File: config.mk
export PLATFORM = sky130hd
export DESIGN_NAME = lmad_ram
export DESIGN_NICKNAME = d
export VERILOG_FILES = /design/src/hw/rtl/lmad_ram.sv
export SDC_FILE = /design/constraint.sdc
export NUM_CORES = 1
export LEC_CHECK = 0
export ABC_AREA = 1
export ABC_CLOCK_PERIOD_IN_PS = 1000
export BUFFER_PORTS_ARGS = -buffer_cell sky130_fd_sc_hd__buf_2
export CORE_UTILIZATION = 55
export DETAILED_ROUTE_END_ITERATION = 16
export GPL_TIMING_DRIVEN = 0
export PLACE_DENSITY = 0.72
export SLEW_MARGIN = 10
export SYNTH_ARGS = -nofsm -noshare
export SYNTH_HDL_FRONTEND = slang
export SYNTH_SLANG_ARGS = --single-unit
File: constraint.sdc
create_clock -name clk -period 1 [get_ports clk]
set_input_delay 0.05 -clock clk [delete_from_list [all_inputs] [get_ports clk]]
set_output_delay 0.05 -clock clk [all_outputs]
set_load 0.02 [all_outputs]
File: src/hw/rtl/lmad_ram.sv
// Generic simple dual-port RAM: one write port, one registered read port.
// No dependencies.
`default_nettype none

module lmad_ram #(
  parameter int WIDTH = 8,
  parameter int DEPTH = 16
) (
  input  logic                     clk,
  input  logic                     we,
  input  logic [$clog2(DEPTH)-1:0] waddr,
  input  logic [WIDTH-1:0]         wdata,
  input  logic [$clog2(DEPTH)-1:0] raddr,
  output logic [WIDTH-1:0]         rdata
);

  logic [WIDTH-1:0] mem [DEPTH];

  always_ff @(posedge clk) begin
    if (we) begin
      mem[waddr] <= wdata;
    end
    rdata <= mem[raddr];
  end

endmodule

`default_nettype wire

* After elaboration in Yosys (flattened, before gate mapping) *
Memory sizes are Yosys's and may differ from the RTL's. A register that Yosys moved wholly into a read port is not among the register bits.
Index checks and enable logic that the tools add are counted.

word-level totals
  register bits = 0
  memory bits (writable) = 128
  output and inout port bits = 8
  input port bits = 18
  word-level logic and storage cells = 3
  memories kept = 1

cells by class
  mux-type cells = 2

memories
  name  depth  width  read ports  clocked after memory_dff  wr ports  line  source
  mem   16     8      1           1                         1         17    logic [WIDTH-1:0] mem [DEPTH];

operators by type and width
  cell     count
  $mux W1  2

* Longest topological paths before layout *
  depth in word-level cells = 2
  depth in mapped cells = 8
  depth with buffers taken out = 7

* Worst setup path before layout *
Ideal clock, no wire load.

  path type = input -> register
  from = in waddr[3]
  to = mem mem[4][0], enable pin
  path buffers = 0
  path slack = -0.001 ns
  cell stages on the path = 2
  arrival time = 0.631 ns
  setup time = 0.370 ns
  data required time = 0.630 ns
  cells stage by stage = nand3b_1 -> nor2_1

RTL lines
  what                line  source
  start: declaration  11    input logic [$clog2(DEPTH)-1:0] waddr,
  end: declaration    17

No word-level cell before the write port.

* Final worst setup path *
  from = reg rdata[7] (read register of mem)
  to = out rdata[7]

RTL lines
  what                line  source
  start: declaration  14    output logic [WIDTH-1:0] rdata

No word-level cell between the ends.

==> metrics.md <==
| Metric | Value |
|---|---|
| TritonCTS Buffers | `17` |
| CTS root buf | `clkbuf_8` |
| DR vias/cell | `5.37` |
| WL/cell | `18.5 µm` |
| Pwr dens | `1970 nW/µm²` |
| Crit path DAT | `0.97 ns` |
| Crit path buffers/inverters | `1` |
| Lkg Pwr | `3.01 nW` |
| Yosys warns | `0` |
| Yosys top cell by area | `edfxtp_1` |
| Filler cells | `723` |
| H-tree Lvls | `4` |
| Via count | `4051` |
| Crit. End Element | `output pin` |
| Async SR Flop Fraction | `0%` |
| Critical path launch point type | `flip-flop` |
| Clock sinks | `136` |
| Tcrit/Tclk final | `102%` |
| Core area | `10200 µm²` |
| Crit path kind | `reg2out` |
| Failing checks | `setup timing` |
| Final TNS setup | `-0.128 ns` |
| Fmax | `979 MHz` |
| Total GRT Usage | `27.1%` |
| Final worst slack | `-0.0219 ns` |
| Clk Latency, worst-skew pair | `0.53 ns` |
| Syn_nets | `569` |
| Boundary Pins | `26` |
| Port bufs | `22` |
| Worst-Margin Slew | `0.928 ns` |
| Initial core utilization | `56.4%` |
| Worst-path clk slew | `0.06 ns` |
| Initial DRC Count | `461` |
| Worst VDD drop | `0.00162 V` |
| Clock Skews | `0.00622 ns` |
| Critical path cell sequence | `buf_6` |
| Total area of sequential cells | `4010 µm²` |
| Fin crit period | `1.02 ns` |
| Final GP Congestion | `0.849` |
| Die width | `104 µm` |
| Count leader, synth | `nand2_1` |
| WP data required | `0.95 ns` |
| Area grow syn2layout | `20.8%` |
| Antenna cells | `0` |
| TritonCTS clock tree | `done` |
| Seq/Total Area, Yosys | `69.4%` |
| Slew headroom | `37.9%` |
| Post-synth cell types | `12` |
| Initial antenna violation count | `0` |
| Top cells by count, synth | `nand2_1 (173), edfxtp_1 (128), inv_1 (100)` |
| Residual DRC | `0` |
| Vert. Die Dim | `104 µm` |
| Critical path peak fanout | `1` |
| Slew Viols, Final | `0` |
| Bufs on Longest Clock Path | `2` |
| Longest individual stage delay on the worst path | `0.32 ns` |
| Hold Path Class | `in2reg` |
| Pin count of the biggest net entering global routing | `17` |
| Hpwl dp | `8.45 mm` |
| Die ar. | `10900 µm²` |
| Postcts setup bufs | `0` |
| Worst path slowest cell | `dfxtp_2` |
| Number of core rows | `37` |
| Mean Syn Cell Area | `10.5 µm²` |
| Detail Route Antenna Nets | `0` |
| Final WL | `13.9 mm` |
| # setup viols final | `8` |
| Post-synth EDFFs | `128` |
| Status | `finished with violations` |
| Hold Fails Final Rpt | `0` |
| Multi-input gate area | `1340 µm²` |
| Vias in the first global route | `3841` |
| CP delay by family, top | `flip-flops` |
| Global-route wire length before repair | `21.0 mm` |
| Cell area after synthesis | `5770 µm²` |
| Main synth FF type | `edfxtp_1` |
| Dpl ws | `-0.572 ns` |
| Yosys reg bits | `136` |
| Top cells by area, synth | `edfxtp_1 (67%), nand2_1 (11%), nand3_1 (8.4%)` |
| Iteration count of the initial detailed-routing pass | `7` |
| Yosys top cell area share | `66.7%` |
| Nets | `623` |
| Max-cap violations | `0` |
| Share of cells above drive strength 1 | `18.3%` |
| Syn Inst Count | `551` |
| Grt ovf | `0` |
| Unrepaired setup endpoints after global routing | `true` |
registers in the layout, summed over array words and instances, names as in the netlist:
| register | count |
|---|---|
| mem | 128 |
| rdata | 8 |
stage by stage:
step	hold slack, ns	utilization, %	std cells	area [µm²]	power [mW]
3_3_place_gp	0.465	59.1	709	6050	7.35
6_report	0.0520	68.1	754	6960	13.7
2_1_floorplan	0.149	-	551	5770	7.02
4_1_cts	0.0446	67.0	754	6850	13.7
5_1_grt	0.0829	68.1	754	6960	14.0
3_5_place_dp	0.467	59.1	709	6050	7.37
placed cells by master, fill, tap and decap left out:
cell type,Yosys,layout
nand2_1,173,168
edfxtp_1,128,128
inv_1,100,100
nand3_1,97,75
buf_2,13,27
nand3_2,0,22
clkbuf_16,0,16
nor2_1,17,15
buf_6,6,14
dlygate4sd3_1,0,13
dfxtp_2,0,8
nand2_2,0,5
buf_4,4,4
bufinv_16,0,4
clkinvlp_4,0,4
clkinv_2,0,3
inv_2,2,2
nand3b_1,2,2
nor2_2,0,2
clkinv_1,0,2
buf_1,1,1
clkbuf_8,0,1
clkbuf_1,0,1
clkinv_4,0,1
power breakdown:
part / total (mW) / internal, mW / switching [mW]
registers: 6.42 / 6.38 / 0.0420
logic: 0.998 / 0.338 / 0.659
clock network: 6.30 / 4.01 / 2.29
metal layers:
metal | up-vias | share of wire (%) | GRT usage, % | routed length [µm]
li1 | 1883 | - | - | -
met1 | 1879 | 40 | 36.5 | 5570
met2 | 247 | 47 | 41.4 | 6490
met3 | 42 | 10 | 6.95 | 1440
met4 | 0 | 3.1 | 13.1 | 432
met5 | - | 0 | 0 | 0
layout make-up:
type / count / area share (%)
Buffer: 24 / 2.39
Clock buffer: 18 / 6.00
Clock inverter: 14 / 2.61
Inverter: 102 / 5.50
Multi-Input combinational cell: 289 / 19.3
Sequential cell: 136 / 57.6
Tap cell: 136 / 2.44
Timing Repair Buffer: 35 / 4.17
cell families (layout without fill, tap and decap cells):
family                 count (synthesis)  in the layout  share of synthesized area (%)
flip-flops                           136            136                           69.4
AND/OR/NAND/NOR                      289            289                           21.0
buffers and inverters                126            193                           9.52
worst paths after layout:
kind / startpoint / to / slack [ns] / cells past startpoint
max: rdata[7] / rdata[7] / -0.02 / 1
min: raddr[1] / rdata[7] / 0.05 / 6
max reg2reg: mem[2][0] / rdata[0] / 0.02 / 6
min reg2reg: mem[6][7] / rdata[7] / 0.68 / 6
repair_timing:
| item | 4_1_cts | 5_1_grt |
|---|---|---|
| gates resized for setup | 27 | 26 |
| endpoints found under the hold margin | 134 | 0 |
| setup endpoints to repair | 19 | 24 |
| pin swaps | 1 | 14 |
| hold buffers | 13 | 0 |
(Power assumes the default switching activity.)
