==> config.mk <==
export PLATFORM = sky130hd
export DESIGN_NAME = lmad_ctrl
export DESIGN_NICKNAME = d
export VERILOG_FILES = /design/src/hw/rtl/lmad_pkg.sv /design/src/hw/rtl/lmad_ctrl.sv
export SDC_FILE = /design/constraint.sdc
export NUM_CORES = 1
export LEC_CHECK = 0
export BUFFER_PORTS_ARGS = -buffer_cell sky130_fd_sc_hd__buf_2
export CAP_MARGIN = 20
export CORE_MARGIN = 1.5
export CORE_UTILIZATION = 37
export DETAILED_ROUTE_END_ITERATION = 7
export REMOVE_ABC_BUFFERS = 1
export SLEW_MARGIN = 10
export SYNTH_ARGS = -nofsm -noshare
export SYNTH_HDL_FRONTEND = slang
export SYNTH_SLANG_ARGS = --single-unit
==> constraint.sdc <==
create_clock -name clk -period 2.8 [get_ports clk]
set_input_delay 0.28 -clock clk [delete_from_list [all_inputs] [get_ports clk]]
set_output_delay 0.28 -clock clk [all_outputs]
set_load 0.005 [all_outputs]
==> src/hw/rtl/lmad_pkg.sv <==
// Shared types, constants and helpers for the light mask accumulator.
// Used by lmad_ctrl, lmad_datapath and the top level; no dependencies.
`default_nettype none

package lmad_pkg;

  // Map geometry and light limits
  localparam int MAP_WIDTH    = 85;
  localparam int MAP_HEIGHT   = 64;
  localparam int SCALE_FACTOR = 3;
  localparam int MAX_RADIUS   = 21;

  localparam int MAP_DEPTH = MAP_WIDTH * MAP_HEIGHT;
  localparam int AW        = $clog2(MAP_DEPTH);
  localparam int XW        = $clog2(MAP_WIDTH + 1);
  localparam int YW        = $clog2(MAP_HEIGHT + 1);

  // Port field widths
  localparam int PW        = 13;   // positions and camera offsets
  localparam int LW        = 8;    // cell level
  localparam int RADW      = 8;    // radius field
  localparam int CMDW      = 2;
  localparam int CFG_IW    = 1;
  localparam int S_TDATA_W = 40;
  localparam int M_TDATA_W = 16;

  // Falloff arithmetic
  localparam int RW   = $clog2(MAX_RADIUS + 1);  // clamped radius
  localparam int R2W  = 2 * RW;                  // radius squared
  localparam int NW   = R2W + 8;                 // 255 * d2
  localparam int RCPW = NW + 1;                  // 2^NW / r2
  localparam int DCW  = $clog2(NW + 1);
  localparam int DXW  = RW + 1;                  // signed offset from center

  // Divide by SCALE_FACTOR through a reciprocal
  localparam int NUMW        = 18;
  localparam int SH          = NUMW + 3;
  localparam int SCALE_RECIP = (2 ** SH + SCALE_FACTOR - 1) / SCALE_FACTOR;
  localparam int RCW         = SH + 1;
  localparam int BW          = NUMW + 1;

  localparam int TILE_SHIFT = 4;
  localparam int TILE_SIDE  = 1 + 15 / SCALE_FACTOR;

  localparam logic [LW-1:0] FULL = 8'hFF;

  typedef enum logic [CMDW-1:0] {
    CMD_CLEAR = 2'd0,
    CMD_LIGHT = 2'd1,
    CMD_FILL  = 2'd2,
    CMD_QUERY = 2'd3
  } cmd_t;

  typedef enum logic [CFG_IW-1:0] {
    REG_CAMERA_X = 1'b0,
    REG_CAMERA_Y = 1'b1
  } cfg_reg_t;

  typedef enum logic [3:0] {
    ST_IDLE,
    ST_CALC,
    ST_BOUND,
    ST_DSTART,
    ST_DWAIT,
    ST_START,
    ST_SWEEP,
    ST_QREAD,
    ST_QOUT
  } state_t;

  typedef struct packed {
    cmd_t op;
    logic load;
    logic calc;
    logic bound;
    logic div_start;
    logic walk_start;
    logic out_load;
  } lmad_ctl_t;

  typedef struct packed {
    logic empty;
    logic div_busy;
    logic busy;
  } lmad_stat_t;

  // 4x4 ordered dither thresholds, index = row*4 + col
  localparam logic [3:0] BAYER4 [16] = '{
    4'd0,  4'd8,  4'd2,  4'd10,
    4'd12, 4'd4,  4'd14, 4'd6,
    4'd3,  4'd11, 4'd1,  4'd9,
    4'd15, 4'd7,  4'd13, 4'd5
  };

  // Signed divide by SCALE_FACTOR, truncating toward zero
  function automatic logic signed [NUMW-1:0] div_scale(input logic signed [NUMW-1:0] num);
    logic [NUMW-1:0]     mag;
    logic [NUMW+RCW-1:0] prod;
    logic [NUMW-1:0]     quo;
    mag  = num[NUMW-1] ? NUMW'(-num) : NUMW'(num);
    prod = mag * RCW'(SCALE_RECIP);
    quo  = prod[SH +: NUMW];
    return num[NUMW-1] ? $signed(NUMW'(-quo)) : $signed(quo);
  endfunction

endpackage

`default_nettype wire

==> src/hw/rtl/lmad_ctrl.sv <==
// Command sequencer for the light mask accumulator.
// Depends on lmad_pkg; drives lmad_datapath through lmad_ctl_t.
`default_nettype none

module lmad_ctrl (
  input  logic                clk,
  input  logic                rst,
  input  logic                s_tvalid,
  output logic                s_tready,
  input  lmad_pkg::cmd_t      command,
  output logic                m_tvalid,
  input  logic                m_tready,
  output lmad_pkg::lmad_ctl_t ctl,
  input  lmad_pkg::lmad_stat_t stat
);

  import lmad_pkg::*;

  state_t state, state_next;
  cmd_t   op, op_next;

  // reset starts with a clear sweep of the map
  always_ff @(posedge clk) begin
    if (rst) begin
      state <= ST_START;
      op    <= CMD_CLEAR;
    end else begin
      state <= state_next;
      op    <= op_next;
    end
  end

  always_ff @(posedge clk) begin
    if (rst) begin
      m_tvalid <= 1'b0;
    end else if (ctl.out_load) begin
      m_tvalid <= 1'b1;
    end else if (m_tready) begin
      m_tvalid <= 1'b0;
    end
  end

  always_comb begin
    state_next = state;
    op_next    = op;
    ctl        = '0;
    ctl.op     = op;
    s_tready   = 1'b0;
    unique case (state)
      ST_IDLE: begin
        s_tready = 1'b1;
        if (s_tvalid) begin
          ctl.load = 1'b1;
          op_next  = command;
          unique case (command)
            CMD_CLEAR:           state_next = ST_START;
            CMD_LIGHT, CMD_FILL: state_next = ST_CALC;
            CMD_QUERY:           state_next = ST_QREAD;
            default:             state_next = ST_IDLE;
          endcase
        end
      end
      ST_CALC: begin
        ctl.calc   = 1'b1;
        state_next = ST_BOUND;
      end
      ST_BOUND: begin
        ctl.bound  = 1'b1;
        state_next = (op == CMD_LIGHT) ? ST_DSTART : ST_START;
      end
      ST_DSTART: begin
        ctl.div_start = 1'b1;
        state_next    = ST_DWAIT;
      end
      ST_DWAIT: begin
        if (!stat.div_busy) begin
          state_next = ST_START;
        end
      end
      ST_START: begin
        if (stat.empty) begin
          state_next = ST_IDLE;
        end else begin
          ctl.walk_start = 1'b1;
          state_next     = ST_SWEEP;
        end
      end
      ST_SWEEP: begin
        if (!stat.busy) begin
          state_next = ST_IDLE;
        end
      end
      ST_QREAD: begin
        state_next = ST_QOUT;
      end
      ST_QOUT: begin
        if (!m_tvalid || m_tready) begin
          ctl.out_load = 1'b1;
          state_next   = ST_IDLE;
        end
      end
      default: state_next = ST_IDLE;
    endcase
  end

endmodule

`default_nettype wire

Yosys cells after proc, flatten, opt, wreduce, memory -nomap -nowiden:

Index checks and enable logic that the tools add are counted.

* eq/ne operators: 16
* mux-type cells: 20
* reduce and logical (&&, ||, !) cells: 8

Operators with widths (number)
* 4-bit one-hot mux with 9 select lines: 1
* 4-bit by 3-bit == test with 1-bit output (second input constant): 4
* 4-bit 2-to-1 mux: 4
* 1-bit 2-to-1 mux: 12
* 4-bit one-hot mux with 3 select lines: 1
* 4-bit by 2-bit == test with 1-bit output (second input constant): 2
* 2-bit inequality test (second input constant): 4
* 3-bit 2-to-1 mux: 2
* 2-bit by 1-bit == test with 1-bit output (second input constant): 2
* 2-bit == test (second input constant): 2
* 4-bit by 1-bit == test with 1-bit output (second input constant): 1
* 4-bit == test (second input constant): 1
* 4-bit logical NOT: 1
* 4-bit AND reduction: 1
* 2-bit logical NOT: 1
* 2-bit AND reduction: 1
* 2-bit nonzero test: 1
* 2-bit OR reduction: 1
* 1-bit logical NOT: 1
* 1-bit logical OR: 1

* flip-flop bits (word level): 7
* output and inout port bits: 10
* logic and storage cells: 47

Longest topological paths before layout:

Gate-level depths: netlist (run 1).

* depth in word-level cells: 5
* mapped depth: 5
* depth with buffers taken out: 5

Worst setup path before layout (run 1):

OpenSTA, ideal clock, no wires.

* path kind: flip-flop to output port
* start: reg state[3]
* end: out ctl[0] (netlist name)
* arrival: 1.130 ns
* required time: 2.520 ns
* setup slack: 1.390 ns
* stages on the path, launching flop included: 4
* cell sequence: dfxtp_1 > buf_6 > or4b_4 > and2b_2

RTL lines
* start, declared: line lmad_ctrl.sv:19 `state_t state, state_next;`
* start signal, assigned: line lmad_ctrl.sv:28 `state <= state_next;`
* end, declared: line lmad_ctrl.sv:13 `output lmad_pkg::lmad_ctl_t ctl,`

==> impl_metrics.json, run 1 <==
{
  "cts_repair_resize_count": 0,
  "layout.nets": 90,
  "syn_avg_cell_area_um2": 8.45,
  "dieArea_um2": 1630,
  "drive_gt1_share_pct": 36.7,
  "ys_warn_count": 0,
  "swShare_pct": 38.5,
  "dr.first_iter.drc_count": 10,
  "dr_total_vias": 492,
  "maxSlewHeadroom_pct": 68.7,
  "worstMarginPinSlew_ns": 0.468,
  "cts_root_buf": "clkbuf_4",
  "end_kind": "output port",
  "synth_top_area_share_pct": 27.2,
  "antenna_found_initial": 0,
  "rows": 13,
  "clk_latency_ns": 0.26,
  "core_area_um2": 1300,
  "area_delta_synth_final_pct": 19.4,
  "wirelength_um": 1180,
  "diodes": 0,
  "power_density_nw_per_um2": 649,
  "regToRegStartpoint": "state[0]$_SDFFE_PP1P_",
  "chipWidth_um": 40.3,
  "cts_made_buffers": 3,
  "maxSlewViolCount": 0,
  "worst_slack_ns": 0.894,
  "required_ns": 2.52,
  "routedWlPerCell_um": 12.6,
  "critPathLaunchType": "register",
  "mostFrequentLayoutCell": "buf_2",
  "postCtsHoldBufs": 0,
  "intPower_mw": 0.245,
  "power_frac_comb_pct": 34.9,
  "hold_path.class": "in -> reg",
  "critical_path.max_fanout": 10,
  "worstHoldEndpoint": "m_tvalid$_SDFFE_PP0P_",
  "vias_per_cell": 5.23,
  "postRouteAntennaNets": 0,
  "die-height_um": 40.3,
  "crit_type": "reg -> out",
  "cts.sinks": 7,
  "initial_core_util_pct": 39.6,
  "fmax_mhz": 525,
  "synth.yosys.seq_area_share_pct": 27.2,
  "dr.pass1.iters": 4,
  "yosysTopAreaCell": "dfxtp_1",
  "drc": 0,
  "postCtsSetupRepairBufs": 0,
  "hpwl_um": 890,
  "yosys-top-cells-area": "dfxtp_1 (27%), nor2_1 (5.1%), buf_6 (4.4%)",
  "post_synth_num_cell_types": 35,
  "hp-start": "rst",
  "rsz0062_at_grt": "false",
  "final-setup-viol-count": 0,
  "seq_power_share_pct": 40.6,
  "finalCriticalPeriod_ns": 1.91,
  "timing.rr.end": "state[0]$_SDFFE_PP1P_",
  "p_leak_nw": 0.305,
  "ys_ff_latch": 7,
  "ios": 19,
  "cts_tree": "built",
  "grt_max_degree": 16,
  "regToRegSetupSlack_ns": 1.17,
  "arrival_ns": 1.63,
  "clock_power_share_pct": 24.4,
  "p_sw_mw": 0.154,
  "gp_congestion": 0.825,
  "grt_pass1_vias": 433,
  "min_path_cells": 2,
  "finalSetupTns_ns": 0,
  "overflow": 0,
  "numPortBuffers": 18,
  "place_ws_ns": 1.20,
  "netlist_instances": 61,
  "min_period_over_period_pct": 68.1,
  "status": "complete, no violations",
  "synth_area_um2": 515,
  "finalHoldViolCount": 0,
  "r2r_cells": 4,
  "cts_buffer_depth": 2,
  "max-cap-violations": 0,
  "clk_pin_slew_ns": 0.06,
  "grt_pass1_wl_um": 1890,
  "grt_usage_pct": 17.8,
  "vdd_drop_max_mv": 0.424,
  "skew_ns": 0.00703,
  "layout_common_cells": "buf_2 (18), nor2_1 (7), dfxtp_1 (7)",
  "htree_levels": 1
}
[registers in the layout, indices dropped and copies added (netlist names)]
signal and cells:
op 2, m_tvalid 1, state 4
[through the flow]
stage	std cells	cell area, um^2	hold WS [ns]	utilization (%)	total power [mW]
finish	94	616	0.272	47.3	0.399
global route	94	616	0.289	47.3	0.430
CTS	94	616	0.277	47.3	0.401
detailed placement	90	589	0.530	45.3	0.301
global placement	90	589	0.518	45.3	0.300
floorplan	57	480	0.349	-	0.252
[critical path, cell delays in order, from the launching register on]
cell,delay [ns]
dfxtp_1,0.51
or4b_4,0.54
and2b_2,0.22
buf_2,0.10
[cell usage after synthesis, drive strengths merged]
cell type	count
nand2	2
ha	1
nor4	1
nor3	2
nor2b	2
and3	3
a2111oi	2
o21ba	1
nor2	8
inv	4
or2b	1
o41ai	1
or4b	1
nand4	1
a211o	1
buf	4
o211ai	1
or3	2
o31ai	1
dfxtp	7
a21oi	2
nand3	1
o21a	1
and2b	2
nand2b	1
and4b	1
a211oi	2
a31oi	1
o21ai	2
mux2i	2
[cell families (layout without fill, tap and decap cells)]
kind of cell / after synthesis / after routing / share of synthesized area [%]
flip-flops: 7 / 7 / 27.2
buffers and inverters: 8 / 26 / 9.71
AND/OR/NAND/NOR: 28 / 28 / 33.5
multiplexers: 2 / 2 / 3.88
adder cells (fa/ha/maj): 1 / 1 / 2.43
AO/OA/AOI/OAI: 15 / 15 / 23.3
[power groups by stage]
stage	clock network (mW)	registers [mW]	logic, mW
3_5_place_dp	0	0.163	0.138
3_3_place_gp	0	0.161	0.139
2_1_floorplan	0	0.151	0.101
5_1_grt	0.106	0.169	0.156
6_report	0.0975	0.162	0.140
4_1_cts	0.101	0.161	0.139
[worst max path at each step]
| stage | start | end | slack (ns) | cells after the start |
|---|---|---|---|---|
| floorplan | state[1]$_SDFFE_PP0P_ | ctl[0] | 1.34 | 2 |
| global placement | state[1]$_SDFFE_PP0P_ | ctl[0] | 1.22 | 3 |
| detailed placement | state[3]$_SDFFE_PP0P_ | ctl[0] | 1.20 | 3 |
| CTS | state[3]$_SDFFE_PP0P_ | ctl[0] | 0.91 | 3 |
| global route | state[3]$_SDFFE_PP0P_ | ctl[0] | 0.84 | 3 |
| finish | state[3]$_SDFFE_PP0P_ | ctl[0] | 0.89 | 3 |
[per-layer routing]
| layer | share of wire [%] | GRT usage (%) | up-vias |
|---|---|---|---|
| met4 | 1.3 | 10.0 | 0 |
| met2 | 47 | 26.6 | 11 |
| li1 | - | - | 258 |
| met1 | 48 | 23.7 | 221 |
| met5 | 0 | 0 | - |
| met3 | 4.2 | 3.33 | 2 |
[area by class of cell]
| type | instances | area (um^2) |
|---|---|---|
| repair buffers | 18 | 90.1 |
| inverters | 4 | 15.0 |
| well taps | 15 | 18.8 |
| fillers | 134 | 686 |
| flip-flops and latches | 7 | 140 |
| multi-input cells | 46 | 325 |
| clock buffers | 4 | 26.3 |
(Power assumes the default switching activity.)
==> inputs of run 2 (changes only) <==
PLACE_DENSITY = 0.65   (was not set)
clock period = 1.6 ns   (was 2.8 ns; I/O delays follow)
==> run 2 against run 1 <==
Sequential share of layout area is 1.8 points lower. Count of clock-buffer cells in the layout fell by 1. Routed wire length rose by 8.9%.
==> impl_metrics.json, run 2 (synthesized netlist as in run 1, its figures left out) <==
{
  "status": "complete, no violations",
  "overflow": 0,
  "final-setup-viol-count": 0,
  "routedWlPerCell_um": 12.2,
  "required_ns": 1.44,
  "cts_made_buffers": 3,
  "maxSlewViolCount": 0,
  "worst-path-buf-inv": 1,
  "r2r_cells": 5,
  "clk_pin_slew_ns": 0.06,
  "drc": 0,
  "skew_ns": 0.00388,
  "p_leak_nw": 0.368,
  "min_period_over_period_pct": 99.8,
  "chipWidth_um": 40.3,
  "reg.largest.list": "state: 4 flops, op: 2 flops, m_tvalid: 1 flops",
  "area_delta_synth_final_pct": 43.4,
  "finalCriticalPeriod_ns": 1.60,
  "dr_total_vias": 577,
  "largest_register_ffs": 4,
  "crit_family": "simple AND/OR/NAND/NOR gates",
  "power_frac_comb_pct": 50.6,
  "regToRegStartpoint": "state[2]$_SDFFE_PP1P_",
  "grt_pass1_wl_um": 2080,
  "core_area_um2": 1300,
  "swShare_pct": 36.1,
  "p_sw_mw": 0.300,
  "layout_common_cells": "buf_2 (18), buf_4 (12), nor2_1 (7)",
  "hold_path.class": "in -> reg",
  "ios": 19,
  "intPower_mw": 0.530,
  "cts.sinks": 7,
  "maxSlewHeadroom_pct": 74.6,
  "rows": 13,
  "finalHoldViolCount": 0,
  "gp_congestion": 0.761,
  "regToRegSetupSlack_ns": 0.07,
  "die-height_um": 40.3,
  "diodes": 0,
  "grt_pass1_vias": 529,
  "vias_per_cell": 5.44,
  "vdd_drop_max_mv": 0.687,
  "wirelength_um": 1290,
  "worstHoldEndpoint": "state[3]$_SDFFE_PP0P_",
  "worstMarginPinSlew_ns": 0.376,
  "cts_tree": "built",
  "dr.first_iter.drc_count": 13,
  "dr.pass1.iters": 4,
  "min_path_cells": 2,
  "clk_latency_ns": 0.26,
  "antenna_found_initial": 0,
  "cts_root_buf": "clkbuf_4",
  "clock_power_share_pct": 20.0,
  "crit_slowest_cell": "or4b_4",
  "dieArea_um2": 1630,
  "hpwl_um": 952,
  "top_register": "state",
  "arrival_ns": 1.44,
  "crit_path_max_incr_delay_ns": 0.51,
  "hp-start": "rst",
  "fin_hold_ws_ns": 0.132,
  "power_density_nw_per_um2": 1120,
  "grt_usage_pct": 19.7,
  "critPathLaunchType": "register",
  "timing.rr.end": "state[1]$_SDFFE_PP0P_",
  "post-route-util_pct": 56.8,
  "layout.nets": 102,
  "htree_levels": 1,
  "rsz0062_at_grt": "true",
  "grt_max_degree": 10,
  "critical_path.max_fanout": 4,
  "crit_type": "reg -> out",
  "cts_buffer_depth": 2,
  "initial_core_util_pct": 39.6,
  "seq_power_share_pct": 29.3,
  "max-cap-violations": 0,
  "finalSetupTns_ns": 0,
  "fmax_mhz": 626,
  "mostFrequentLayoutCell": "buf_2",
  "postRouteAntennaNets": 0,
  "path_cells": "or4b_4, and2b_2, buf_2",
  "drive_gt1_share_pct": 53.8,
  "numPortBuffers": 18,
  "end_kind": "output port"
}
[run 2: area by class of cell]
type                            count  area [um^2]
Inverter                            4         15.0
Sequential cell                     7          155
Clock inverter                      1         5.00
Timing Repair Buffer               30          180
Fill cell                         124          562
Tap cell                           15         18.8
Multi-Input combinational cell     46          343
Clock buffer                        3         22.5
[run 2: how the worst max path moves through the flow]
stage | start | endpoint | slack (ns) | depth (start not counted)
2_1_floorplan | state[1]$_SDFFE_PP0P_ | state[1]$_SDFFE_PP0P_ | 0.16 | 4
3_3_place_gp | state[2]$_SDFFE_PP1P_ | state[2]$_SDFFE_PP1P_ | 0.09 | 4
3_5_place_dp | state[2]$_SDFFE_PP1P_ | state[1]$_SDFFE_PP0P_ | 0.06 | 4
4_1_cts | state[2]$_SDFFE_PP1P_ | ctl[5] | -0.003 | 5
5_1_grt | state[2]$_SDFFE_PP1P_ | ctl[5] | -0.04 | 5
6_report | state[1]$_SDFFE_PP0P_ | ctl[0] | 0.003 | 3
[run 2: power groups by stage]
stage          clock (mW)  sequential [mW]  combinational (mW)
2_1_floorplan           0            0.265               0.176
3_3_place_gp            0            0.275               0.280
3_5_place_dp            0            0.278               0.282
4_1_cts             0.171            0.238               0.398
5_1_grt             0.184            0.248               0.465
6_report            0.166            0.244               0.420
[run 2: metrics by stage]
stage / worst slack [ns] / total power [mW] / instances / cell area [um^2]
after detailed placement: 0.0625 / 0.560 / 94 / 619
final: 0.00342 / 0.830 / 106 / 739
after global placement: 0.0949 / 0.554 / 94 / 619
after CTS: -0.00328 / 0.806 / 106 / 722
after floorplan: 0.156 / 0.441 / 57 / 480
after global routing: -0.0414 / 0.897 / 106 / 739
[run 2: repair_timing]
action / 4_1_cts / 5_1_grt
buffers inserted: 8 / 0
pin swaps: 1 / 3
hold buffers: 0 / 0
setup endpoints to repair: 1 / 5
resized for setup: 8 / 5
cloned: 0 / 0
[run 2: worst register-to-register path: stages (launching register included)]
cell,delay (ns)
dfxtp_4,0.34
buf_4,0.16
or3_4,0.37
a211oi_2,0.28
a2111oi_2,0.09
o21a_1,0.19
[run 2: routing by layer]
metal,routed length [um],track usage (%),share of wire (%)
met5,0,0,0
met2,631,31.7,49
met4,40,10.0,3.1
met1,547,22.8,42
met3,68,6.67,5.3
