<file path="src/hw/rtl/lmad_pkg.sv">
// Shared types, constants and helpers for the light mask accumulator.
// Used by lmad_ctrl, lmad_datapath and the top level; no dependencies.
`default_nettype none

package lmad_pkg;

  // Map geometry and light limits
  localparam int MAP_WIDTH    = 85;
  localparam int MAP_HEIGHT   = 64;
  localparam int SCALE_FACTOR = 3;
  localparam int MAX_RADIUS   = 21;

  localparam int MAP_DEPTH = MAP_WIDTH * MAP_HEIGHT;
  localparam int AW        = $clog2(MAP_DEPTH);
  localparam int XW        = $clog2(MAP_WIDTH + 1);
  localparam int YW        = $clog2(MAP_HEIGHT + 1);

  // Port field widths
  localparam int PW        = 13;   // positions and camera offsets
  localparam int LW        = 8;    // cell level
  localparam int RADW      = 8;    // radius field
  localparam int CMDW      = 2;
  localparam int CFG_IW    = 1;
  localparam int S_TDATA_W = 40;
  localparam int M_TDATA_W = 16;

  // Falloff arithmetic
  localparam int RW   = $clog2(MAX_RADIUS + 1);  // clamped radius
  localparam int R2W  = 2 * RW;                  // radius squared
  localparam int NW   = R2W + 8;                 // 255 * d2
  localparam int RCPW = NW + 1;                  // 2^NW / r2
  localparam int DCW  = $clog2(NW + 1);
  localparam int DXW  = RW + 1;                  // signed offset from center

  // Divide by SCALE_FACTOR through a reciprocal
  localparam int NUMW        = 18;
  localparam int SH          = NUMW + 3;
  localparam int SCALE_RECIP = (2 ** SH + SCALE_FACTOR - 1) / SCALE_FACTOR;
  localparam int RCW         = SH + 1;
  localparam int BW          = NUMW + 1;

  localparam int TILE_SHIFT = 4;
  localparam int TILE_SIDE  = 1 + 15 / SCALE_FACTOR;

  localparam logic [LW-1:0] FULL = 8'hFF;

  typedef enum logic [CMDW-1:0] {
    CMD_CLEAR = 2'd0,
    CMD_LIGHT = 2'd1,
    CMD_FILL  = 2'd2,
    CMD_QUERY = 2'd3
  } cmd_t;

  typedef enum logic [CFG_IW-1:0] {
    REG_CAMERA_X = 1'b0,
    REG_CAMERA_Y = 1'b1
  } cfg_reg_t;

  typedef enum logic [3:0] {
    ST_IDLE,
    ST_CALC,
    ST_BOUND,
    ST_DSTART,
    ST_DWAIT,
    ST_START,
    ST_SWEEP,
    ST_QREAD,
    ST_QOUT
  } state_t;

  typedef struct packed {
    cmd_t op;
    logic load;
    logic calc;
    logic bound;
    logic div_start;
    logic walk_start;
    logic out_load;
  } lmad_ctl_t;

  typedef struct packed {
    logic empty;
    logic div_busy;
    logic busy;
  } lmad_stat_t;

  // 4x4 ordered dither thresholds, index = row*4 + col
  localparam logic [3:0] BAYER4 [16] = '{
    4'd0,  4'd8,  4'd2,  4'd10,
    4'd12, 4'd4,  4'd14, 4'd6,
    4'd3,  4'd11, 4'd1,  4'd9,
    4'd15, 4'd7,  4'd13, 4'd5
  };

  // Signed divide by SCALE_FACTOR, truncating toward zero
  function automatic logic signed [NUMW-1:0] div_scale(input logic signed [NUMW-1:0] num);
    logic [NUMW-1:0]     mag;
    logic [NUMW+RCW-1:0] prod;
    logic [NUMW-1:0]     quo;
    mag  = num[NUMW-1] ? NUMW'(-num) : NUMW'(num);
    prod = mag * RCW'(SCALE_RECIP);
    quo  = prod[SH +: NUMW];
    return num[NUMW-1] ? $signed(NUMW'(-quo)) : $signed(quo);
  endfunction

endpackage

`default_nettype wire

</file>
<file path="src/hw/rtl/lmad_datapath.sv">
// Datapath: camera registers, setup arithmetic, reciprocal divider, cell walker,
// falloff pipeline and query result. Depends on lmad_pkg; map RAM is outside.
`default_nettype none

module lmad_datapath (
  input  logic                           clk,
  input  logic                           rst,
  input  logic                           cfg_wr_en,
  input  logic [lmad_pkg::CFG_IW-1:0]    cfg_index,
  input  logic signed [lmad_pkg::PW-1:0] cfg_data,
  input  logic signed [lmad_pkg::PW-1:0] pos_x,
  input  logic signed [lmad_pkg::PW-1:0] pos_y,
  input  logic [lmad_pkg::RADW-1:0]      radius,
  input  lmad_pkg::lmad_ctl_t            ctl,
  output lmad_pkg::lmad_stat_t           stat,
  output logic                           ram_we,
  output logic [lmad_pkg::AW-1:0]        ram_waddr,
  output logic [lmad_pkg::LW-1:0]        ram_wdata,
  output logic [lmad_pkg::AW-1:0]        ram_raddr,
  input  logic [lmad_pkg::LW-1:0]        ram_rdata,
  output logic                           out_blocked,
  output logic [lmad_pkg::LW-1:0]        out_level
);

  import lmad_pkg::*;

  logic is_light, is_fill, is_clear, is_query;
  assign is_light = (ctl.op == CMD_LIGHT);
  assign is_fill  = (ctl.op == CMD_FILL);
  assign is_clear = (ctl.op == CMD_CLEAR);
  assign is_query = (ctl.op == CMD_QUERY);

  // ---------------- camera offsets ----------------
  logic signed [PW-1:0] cam_x, cam_y;

  always_ff @(posedge clk) begin
    if (rst) begin
      cam_x <= '0;
      cam_y <= '0;
    end else if (cfg_wr_en) begin
      unique case (cfg_reg_t'(cfg_index))
        REG_CAMERA_X: cam_x <= cfg_data;
        REG_CAMERA_Y: cam_y <= cfg_data;
      endcase
    end
  end

  // ---------------- request capture ----------------
  logic signed [PW-1:0] lpx, lpy;
  logic [RADW-1:0]      lrad;
  logic [AW-1:0]        qaddr;
  logic                 qin;
  logic [3:0]           qdix;

  always_ff @(posedge clk) begin
    if (ctl.load) begin
      lpx   <= pos_x;
      lpy   <= pos_y;
      lrad  <= radius;
      qaddr <= AW'(pos_y[YW-1:0] * MAP_WIDTH) + AW'(pos_x[XW-1:0]);
      qin   <= (pos_x >= 0) && (pos_x < MAP_WIDTH) && (pos_y >= 0) && (pos_y < MAP_HEIGHT);
      qdix  <= {2'(pos_y[1:0] + cam_y[1:0]), 2'(pos_x[1:0] + cam_x[1:0])};
    end
  end

  // ---------------- center / corner and radius ----------------
  logic signed [NUMW-1:0] numx, numy, numr, rdiv;
  logic signed [NUMW-1:0] cx, cy;
  logic [RW-1:0]          r_clamp, r;

  always_comb begin
    if (is_fill) begin
      numx = (NUMW'(lpx) <<< TILE_SHIFT) - NUMW'(cam_x);
      numy = (NUMW'(lpy) <<< TILE_SHIFT) - NUMW'(cam_y);
    end else begin
      numx = NUMW'(lpx) - NUMW'(cam_x);
      numy = NUMW'(lpy) - NUMW'(cam_y);
    end
    numr = $signed(NUMW'(lrad));
    rdiv = div_scale(numr);
    if (rdiv < 1) begin
      r_clamp = RW'(1);
    end else if (rdiv > MAX_RADIUS) begin
      r_clamp = RW'(MAX_RADIUS);
    end else begin
      r_clamp = rdiv[RW-1:0];
    end
  end

  always_ff @(posedge clk) begin
    if (ctl.calc) begin
      cx <= div_scale(numx);
      cy <= div_scale(numy);
      r  <= r_clamp;
    end
  end

  // ---------------- clipped region ----------------
  logic signed [BW-1:0] cxw, cyw, rs, ext_lo, ext_hi;
  logic signed [BW-1:0] lo_x, hi_x, lo_y, hi_y, lo_xc, hi_xc, lo_yc, hi_yc;
  logic [XW-1:0]        bx_lo, bx_hi;
  logic [YW-1:0]        by_lo, by_hi;
  logic                 empty_r;
  logic [R2W-1:0]       r2;

  always_comb begin
    cxw    = BW'(cx);
    cyw    = BW'(cy);
    rs     = $signed(BW'(r));
    ext_lo = is_light ? rs : '0;
    ext_hi = is_light ? rs : BW'(TILE_SIDE);
    lo_x   = cxw - ext_lo;
    hi_x   = cxw + ext_hi;
    lo_y   = cyw - ext_lo;
    hi_y   = cyw + ext_hi;
    lo_xc  = (lo_x < 0) ? '0 : lo_x;
    lo_yc  = (lo_y < 0) ? '0 : lo_y;
    hi_xc  = (hi_x > BW'(MAP_WIDTH)) ? BW'(MAP_WIDTH) : hi_x;
    hi_yc  = (hi_y > BW'(MAP_HEIGHT)) ? BW'(MAP_HEIGHT) : hi_y;
  end

  always_ff @(posedge clk) begin
    if (ctl.bound) begin
      bx_lo   <= XW'(lo_xc);
      bx_hi   <= XW'(hi_xc);
      by_lo   <= YW'(lo_yc);
      by_hi   <= YW'(hi_yc);
      empty_r <= (lo_xc >= hi_xc) || (lo_yc >= hi_yc);
      r2      <= r * r;
    end
  end

  // ---------------- reciprocal 2^NW / r2, one bit per cycle ----------------
  logic            div_busy;
  logic [DCW-1:0]  div_cnt;
  logic [R2W-1:0]  div_rem;
  logic [RCPW-1:0] recip;
  logic [R2W:0]    rem_sh, rem_new;
  logic            fits;

  always_comb begin
    rem_sh  = {div_rem, (div_cnt == DCW'(NW))};
    fits    = (rem_sh >= {1'b0, r2});
    rem_new = fits ? rem_sh - {1'b0, r2} : rem_sh;
  end

  always_ff @(posedge clk) begin
    if (rst) begin
      div_busy <= 1'b0;
    end else if (ctl.div_start) begin
      div_busy <= 1'b1;
    end else if (div_busy && div_cnt == '0) begin
      div_busy <= 1'b0;
    end
  end

  always_ff @(posedge clk) begin
    if (ctl.div_start) begin
      div_cnt <= DCW'(NW);
      div_rem <= '0;
      recip   <= '0;
    end else if (div_busy) begin
      div_cnt <= div_cnt - 1'b1;
      div_rem <= rem_new[R2W-1:0];
      recip   <= {recip[RCPW-2:0], fits};
    end
  end

  // ---------------- cell walker ----------------
  logic                  walking;
  logic [XW-1:0]         wx, xl, xh;
  logic [YW-1:0]         wy, yl, yh;
  logic [AW-1:0]         waddr, rowbase;
  logic signed [DXW-1:0] wdx, wdy, dx0, dy0;
  logic signed [BW-1:0]  xlw, ylw;
  logic                  x_end, y_end;

  always_comb begin
    xl    = is_clear ? '0 : bx_lo;
    xh    = is_clear ? XW'(MAP_WIDTH) : bx_hi;
    yl    = is_clear ? '0 : by_lo;
    yh    = is_clear ? YW'(MAP_HEIGHT) : by_hi;
    xlw   = BW'(xl);
    ylw   = BW'(yl);
    dx0   = DXW'(xlw - cxw);
    dy0   = DXW'(ylw - cyw);
    x_end = (XW'(wx + 1'b1) == xh);
    y_end = (YW'(wy + 1'b1) == yh);
  end

  always_ff @(posedge clk) begin
    if (rst) begin
      walking <= 1'b0;
    end else if (ctl.walk_start) begin
      walking <= 1'b1;
    end else if (walking && x_end && y_end) begin
      walking <= 1'b0;
    end
  end

  always_ff @(posedge clk) begin
    if (ctl.walk_start) begin
      wx      <= xl;
      wy      <= yl;
      rowbase <= AW'(yl * MAP_WIDTH);
      waddr   <= AW'(yl * MAP_WIDTH) + AW'(xl);
      wdx     <= dx0;
      wdy     <= dy0;
    end else if (walking) begin
      if (x_end) begin
        wx      <= xl;
        wy      <= YW'(wy + 1'b1);
        rowbase <= AW'(rowbase + AW'(MAP_WIDTH));
        waddr   <= AW'(rowbase + AW'(MAP_WIDTH) + AW'(xl));
        wdx     <= dx0;
        wdy     <= DXW'(wdy + 1);
      end else begin
        wx    <= XW'(wx + 1'b1);
        waddr <= AW'(waddr + 1'b1);
        wdx   <= DXW'(wdx + 1);
      end
    end
  end

  // ---------------- falloff pipeline ----------------
  logic                vld1, vld2, vld3, vld4;
  logic [AW-1:0]       addr1, addr2, addr3, addr4;
  logic [R2W:0]        d2_1;
  logic                inr2, inr3;
  logic [NW-1:0]       nval2, nval3;
  logic [LW-1:0]       qest3, bval4;
  logic signed [R2W:0] dxe, dye;
  logic [R2W:0]        sqx, sqy;
  logic [NW+RCPW-1:0]  prod;
  logic [NW-1:0]       qr, rem3;
  logic [LW-1:0]       qfix, bval;

  always_comb begin
    dxe  = wdx;
    dye  = wdy;
    sqx  = dxe * dxe;
    sqy  = dye * dye;
    prod = nval2 * recip;
    qr   = qest3 * r2;
    rem3 = nval3 - qr;
    qfix = qest3 + LW'(rem3 >= NW'(r2));
    bval = inr3 ? (FULL - qfix) : '0;
  end

  always_ff @(posedge clk) begin
    if (rst) begin
      vld1 <= 1'b0;
      vld2 <= 1'b0;
      vld3 <= 1'b0;
      vld4 <= 1'b0;
    end else begin
      vld1 <= walking;
      vld2 <= vld1;
      vld3 <= vld2;
      vld4 <= vld3;
    end
  end

  always_ff @(posedge clk) begin
    addr1 <= waddr;
    d2_1  <= sqx + sqy;
    addr2 <= addr1;
    inr2  <= (d2_1 < {1'b0, r2});
    nval2 <= NW'({d2_1[R2W-1:0], 8'b0}) - NW'(d2_1[R2W-1:0]);
    addr3 <= addr2;
    inr3  <= inr2;
    nval3 <= nval2;
    qest3 <= prod[NW +: LW];
    addr4 <= addr3;
    bval4 <= bval;
  end

  // read issued from stage 3 so the old level lines up with stage 4
  assign ram_raddr = is_query ? qaddr : addr3;
  assign ram_waddr = addr4;
  assign ram_we    = vld4 && (!is_light || (ram_rdata < bval4));
  assign ram_wdata = is_clear ? '0 : (is_fill ? FULL : bval4);

  assign stat.empty    = is_clear ? 1'b0 : empty_r;
  assign stat.div_busy = div_busy;
  assign stat.busy     = walking | vld1 | vld2 | vld3 | vld4;

  // ---------------- query result ----------------
  logic [LW-1:0] qlevel;
  assign qlevel = qin ? ram_rdata : '0;

  always_ff @(posedge clk) begin
    if (ctl.out_load) begin
      out_level   <= qlevel;
      out_blocked <= (qlevel[LW-1:3] <= {1'b0, BAYER4[qdix]});
    end
  end

endmodule

`default_nettype wire
</file>
<file path="config.mk">
export PLATFORM = sky130hd
export DESIGN_NAME = lmad_datapath
export DESIGN_NICKNAME = d
export VERILOG_FILES = /design/src/hw/rtl/lmad_pkg.sv /design/src/hw/rtl/lmad_datapath.sv
export SDC_FILE = /design/constraint.sdc
export NUM_CORES = 2
export LEC_CHECK = 0
export BUFFER_PORTS_ARGS = -buffer_cell sky130_fd_sc_hd__buf_2
export CAP_MARGIN = 20
export CORE_MARGIN = 1.5
export CORE_UTILIZATION = 23
export DETAILED_ROUTE_END_ITERATION = 16
export GPL_ROUTABILITY_DRIVEN = 0
export PLACE_DENSITY = 0.49
export SLEW_MARGIN = 40
export SYNTH_ARGS = -nofsm -noshare
export SYNTH_HDL_FRONTEND = slang
export SYNTH_SLANG_ARGS = --single-unit
</file>
<file path="constraint.sdc">
create_clock -name clk -period 24.1 [get_ports clk]
set_input_delay 1.205 -clock clk [delete_from_list [all_inputs] [get_ports clk]]
set_output_delay 1.205 -clock clk [all_outputs]
set_load 0.05 [all_outputs]
</file>
After elaboration in Yosys (flattened, before gate mapping)
Memory sizes are Yosys's and may differ from the RTL's. Index checks and enable logic that the tools add are counted.

$add $sub $neg: 32. Multiply operators: 10. Order comparisons: 18. Equality and inequality tests: 6. Mux-type cells: 47. Bitwise logic cells: 6. Reductions and logical operators: 20.

Operators with widths (count): $mux W13 (7); $mul A18 B20 Y38 const B (2); $mux W19 (4); $mux W18 (4); $mux W7 (10); $add A13 B7 Y13 (3); $add A18 B6 Y19 (2); $ge A19 B19 Y1 (2); $gt A19 B8 Y1 const B (2); $lt A19 B1 Y1 const B (2); $sub A18 B6 Y19 (2); $mux W6 (6); $neg A17 Y18 (2); $neg A18 Y18 (2); $sub A17 B13 Y18 (2); $mux W17 (2); $mul A8 B20 Y28 const B (1); $sub A13 B13 Y14 (2); $ge A13 B1 Y1 const B (2); $lt A13 B8 Y1 const B (2); $mul A18 B19 Y26 (1); $mul A7 B7 Y13 const B (2); $mux W8 (3); $mul A6 B6 Y11 (2); other kinds (42) (70).

Register bits: 376. Bits in read-only memories: 64. Bits of input ports: 67. Output and inout bits: 47. Word-level logic and storage cells: 189. Memories kept: 1.

Memory list: (no name shown) (depth 16, width 4, read ports 1, clocked after memory_dff 0, write ports 0, RTL line lmad_datapath.sv:295) `out_blocked <= (qlevel[LW-1:3] <= {1'b0, BAYER4[qdix]});`.

Logic depth before layout (Yosys ltp)
Depth after elaboration: 7. Gate-level depth with buffers: 41. Mapped depth without buffers: 39.

Least setup slack after synthesis
OpenSTA, ideal clock, no wires.

Path type: input -> register. Start: input port ctl[6] (netlist name). End: register cy[13], data pin. Library setup time: 0.263 ns. Arrival: 10.291 ns. Required time: 23.837 ns. Path slack: 13.545 ns. Stages on the path: 40. Path buffers: 6. Cells stage by stage: nand2b_1 -> clkbuf_1 -> clkbuf_1 -> buf_1 -> clkbuf_1 -> clkbuf_1 -> a21oi_1 -> inv_1 -> ha_1 -> nand2_1 -> or4_1 -> nor3_1 -> nand4_1 -> nor3_1 -> nor2_1 -> xor2_1 -> ha_1 -> fa_1 -> [... 4 more ...] -> fa_1 -> inv_1 -> fa_1 -> inv_1 -> ha_1 -> clkbuf_1 -> a21o_1 -> o21bai_1 -> a211oi_1 -> o31a_1 -> o22ai_1 -> or2_1 -> a21oi_1 -> xnor2_1 -> nand3_1 -> nor3_1 -> a21oi_1 -> xor2_1.

Word-level cells in the longest chain between the ends: 7.

Ends and longest elaborated chain: from (decl) (RTL line lmad_datapath.sv:14) `input lmad_pkg::lmad_ctl_t ctl,`; $eq A2 B2 Y1 (*) (RTL line lmad_datapath.sv:29) `assign is_fill = (ctl.op == CMD_FILL);`; $mux W18 (*) (RTL line lmad_datapath.sv:72) `if (is_fill) begin`; $neg A18 Y18 (RTL line lmad_pkg.sv:100) `mag = num[NUMW-1] ? NUMW'(-num) : NUMW'(num);`; $mux W18 (RTL line lmad_pkg.sv:100); $mul A18 B20 Y38 (RTL line lmad_pkg.sv:101) `prod = mag * RCW'(SCALE_RECIP);`; $neg A17 Y18 (RTL line lmad_pkg.sv:103) `return num[NUMW-1] ? $signed(NUMW'(-quo)) : $signed(quo);`; $mux W17 (*) (RTL line lmad_pkg.sv:103); to (signal assigned) (RTL line lmad_datapath.sv:93) `cy <= div_scale(numy);`; to (decl) (RTL line lmad_datapath.sv:68) `logic signed [NUMW-1:0] cx, cy;`.

Mark *: on every way between the ends. The rest lies on a longest branch, timed or not. A chain may end at the register's enable or synchronous reset.

Worst setup path in the final report
Ends and elaborated chain as after synthesis.

==> impl_metrics.toml <==
[critical_path]
cpMostUsedCell = "fa_1"
crit_path_max_incr_delay_ns = 0.75
cp.arrival_ns = 10.90
worstSetupPathType = "input port to flop"
r2r_end = "cx[15]"
path_max_fanout = 33
r2r_slack_ns = 13.69
reg2reg_depth = 36
worstPathRequired_ns = 24.49
startpoint = "ctl[6]"
crit_end = "cy[13]"
r2r_start = "lpx[1]"
startpoint_type = "input port"
slowest_stage = "nor4b_1"
endpoint_kind = "flop"

[layout]
nNetsFinal = 6685
final_common_cell = "inv_1"
fillCellCount = 22800
area_growth_pct = 10.9
final_cell_mix = "inv_1 (966), ha_1 (700), fa_1 (559)"
drive_gt1_frac = 0.0560
post-route-util = 0.257

[timing]
drv_slew = 0
period_needed_ns = 10.51
tns_ns = 0
rsz0062_at_grt = "false"
clock.fmax_ghz = 0.0952
worstMarginPinSlew_ns = 0.871
hold_violations = 0
relSlewSlack = 0.411
period_share = 0.436
finalClockSkew_ns = 0.0297
finalSetupViolations = 0

[detailed_routing]
via_per_inst = 4.26
first_iter_violations = 1838
antenna_left = 0
num_vias = 35000
drc = 0
drt_first_pass_iters = 5
totalWireLength_mm = 123
wl_per_cell_um = 15.0

[die]
core-area_mm2 = 0.213
pin_count = 114
num_rows = 169
fp.dieH_um = 466
fp.dieW_um = 466
initial_core_util = 0.232
die_area_mm2 = 0.217

[clocking]
cts.sinks = 375
clk_latency_ns = 0.64
post-cts-setup-buffers = 0
cts_root_buf = "clkbuf_16"
clock_path_buffers = 3
ctsHoldBuffers = 0
cts_max_level = 2
ctsResizeCount = 0
clkTransAtPathRegs_ns = 0.06
cts_buffers = 47
cts_tree = "built"

[global_route]
grt_pass1_vias = 36500
grtUsageTotal = 0.114
antenna_found_initial = 12
overflow = 0
grt_max_degree = 66
grt_pass1_wl_mm = 200

[synthesis]
yosys.area.top_type_share = 0.227
ys_seq_area_frac = 0.192
synthesis.nets = 6656
ys_async_sr_fraction = 0
synth_seq_cells = 375
synth_top_area_cell = "fa_1"
synth_edf_count = 192
synth_area_per_cell_um2 = 9.24
syn_area_mm2 = 0.0492
synthDistinctLibCells = 89
yosysWarningCount = 0
synthCells = 5330
synth-main-ff-cell = "edfxtp_1"
synthTopCellsByArea = "fa_1 (23%), ha_1 (18%), edfxtp_1 (12%), dfxtp_1 (7.4%), inv_1 (7.4%)"

[min_path]
hp-class = "flop to flop"

[placement]
portBuffers = 113
dp_hpwl_mm = 102

[run_status]
status = "finished clean"

[flow_run]
drv_cap = 0
==> metrics by stage <==
stage / instance area (um2) / hold slack (ns) / cells / setup slack (ns)
floorplan: 49200 / 0.310 / 5330 / 13.55
global placement: 52900 / 0.313 / 8131 / 13.14
detailed placement: 52900 / 0.313 / 8131 / 12.98
CTS: 54600 / 0.326 / 8218 / 13.40
global route: 54600 / 0.335 / 8218 / 12.99
finish: 54600 / 0.324 / 8220 / 13.59
==> cell families (layout without fill, tap and decap cells) <==
family,count (synthesis),in the layout,synth area share
AND/OR/NAND/NOR,1370,1370,0.137
XOR/XNOR,385,385,0.0690
multiplexers,69,69,0.0148
buffers and inverters,1127,1194,0.0863
other,0,2,0
AO/OA/AOI/OAI,745,745,0.0962
adder cells (fa/ha/maj),1259,1259,0.405
flip-flops,375,375,0.192
==> cells in the mapped netlist, drive strengths merged, types with 40 or more instances <==
| library cell | number |
|---|---|
| and2 | 208 |
| edfxtp | 192 |
| a21oi | 243 |
| a21o | 87 |
| nor3 | 57 |
| fa | 559 |
| inv | 966 |
| mux2i | 40 |
| dfxtp | 183 |
| o21a | 43 |
| nand3 | 69 |
| ha | 700 |
| nand2b | 61 |
| o21bai | 43 |
| xnor2 | 253 |
| o21ai | 153 |
| xor2 | 132 |
| nor2 | 241 |
| nor2b | 61 |
| nand2 | 497 |
| clkbuf | 141 |
==> layer usage <==
metal	vias up	share of wire	track usage
met5	-	0	0
met4	0	0.013	0.0179
met3	113	0.034	0.0114
met2	490	0.47	0.196
met1	17000	0.48	0.155
li1	17400	-	-
==> final cells by class <==
class,instances,area (um2),area share
tap,2821,3530,0.0646
timing repair buffer,141,783,0.0143
clock inverter,25,278,0.00509
multi-input combinational,3828,35600,0.651
clock buffer,62,1390,0.0254
inverter,966,3630,0.0664
antenna,2,5.00,0.0000916
sequential,375,9440,0.173
==> flip-flops by register name, summed over array words and instances, names as in the netlist, 9 cells and up <==
signal / count
recip: 19
cx: 18
cy: 18
nval2: 18
nval3: 18
addr1: 13
addr2: 13
addr3: 13
cam_x: 13
cam_y: 13
lpx: 13
lpy: 13
qaddr: 13
ram_waddr: 13
rowbase: 13
waddr: 13
d2_1: 11
div_rem: 10
r2: 9
==> critical path, delay by kind of cell <==
| family | cells | cell delay, ns |
|---|---|---|
| xor+xnor | 2 | 0.36 |
| simple gates | 11 | 3.45 |
| compound gates | 7 | 1.37 |
| buf+inv | 7 | 1.24 |
| fa+ha+maj | 7 | 3.22 |
==> worst min-delay path by stage <==
| stage | startpoint | to | slack (ns) | depth (start not counted) |
|---|---|---|---|---|
| after floorplan | addr1[0] | addr2[0] | 0.31 | 0 |
| after global placement | addr2[0] | addr3[0] | 0.31 | 0 |
| after detailed placement | addr1[10] | addr2[10] | 0.31 | 0 |
| after CTS | addr2[10] | addr3[10] | 0.33 | 0 |
| after global routing | addr2[10] | addr3[10] | 0.34 | 0 |
| final | addr2[10] | addr3[10] | 0.32 | 0 |
Power is not shown: default switching activity piles up to over one toggle a cycle in this logic, so the estimate is an artifact.
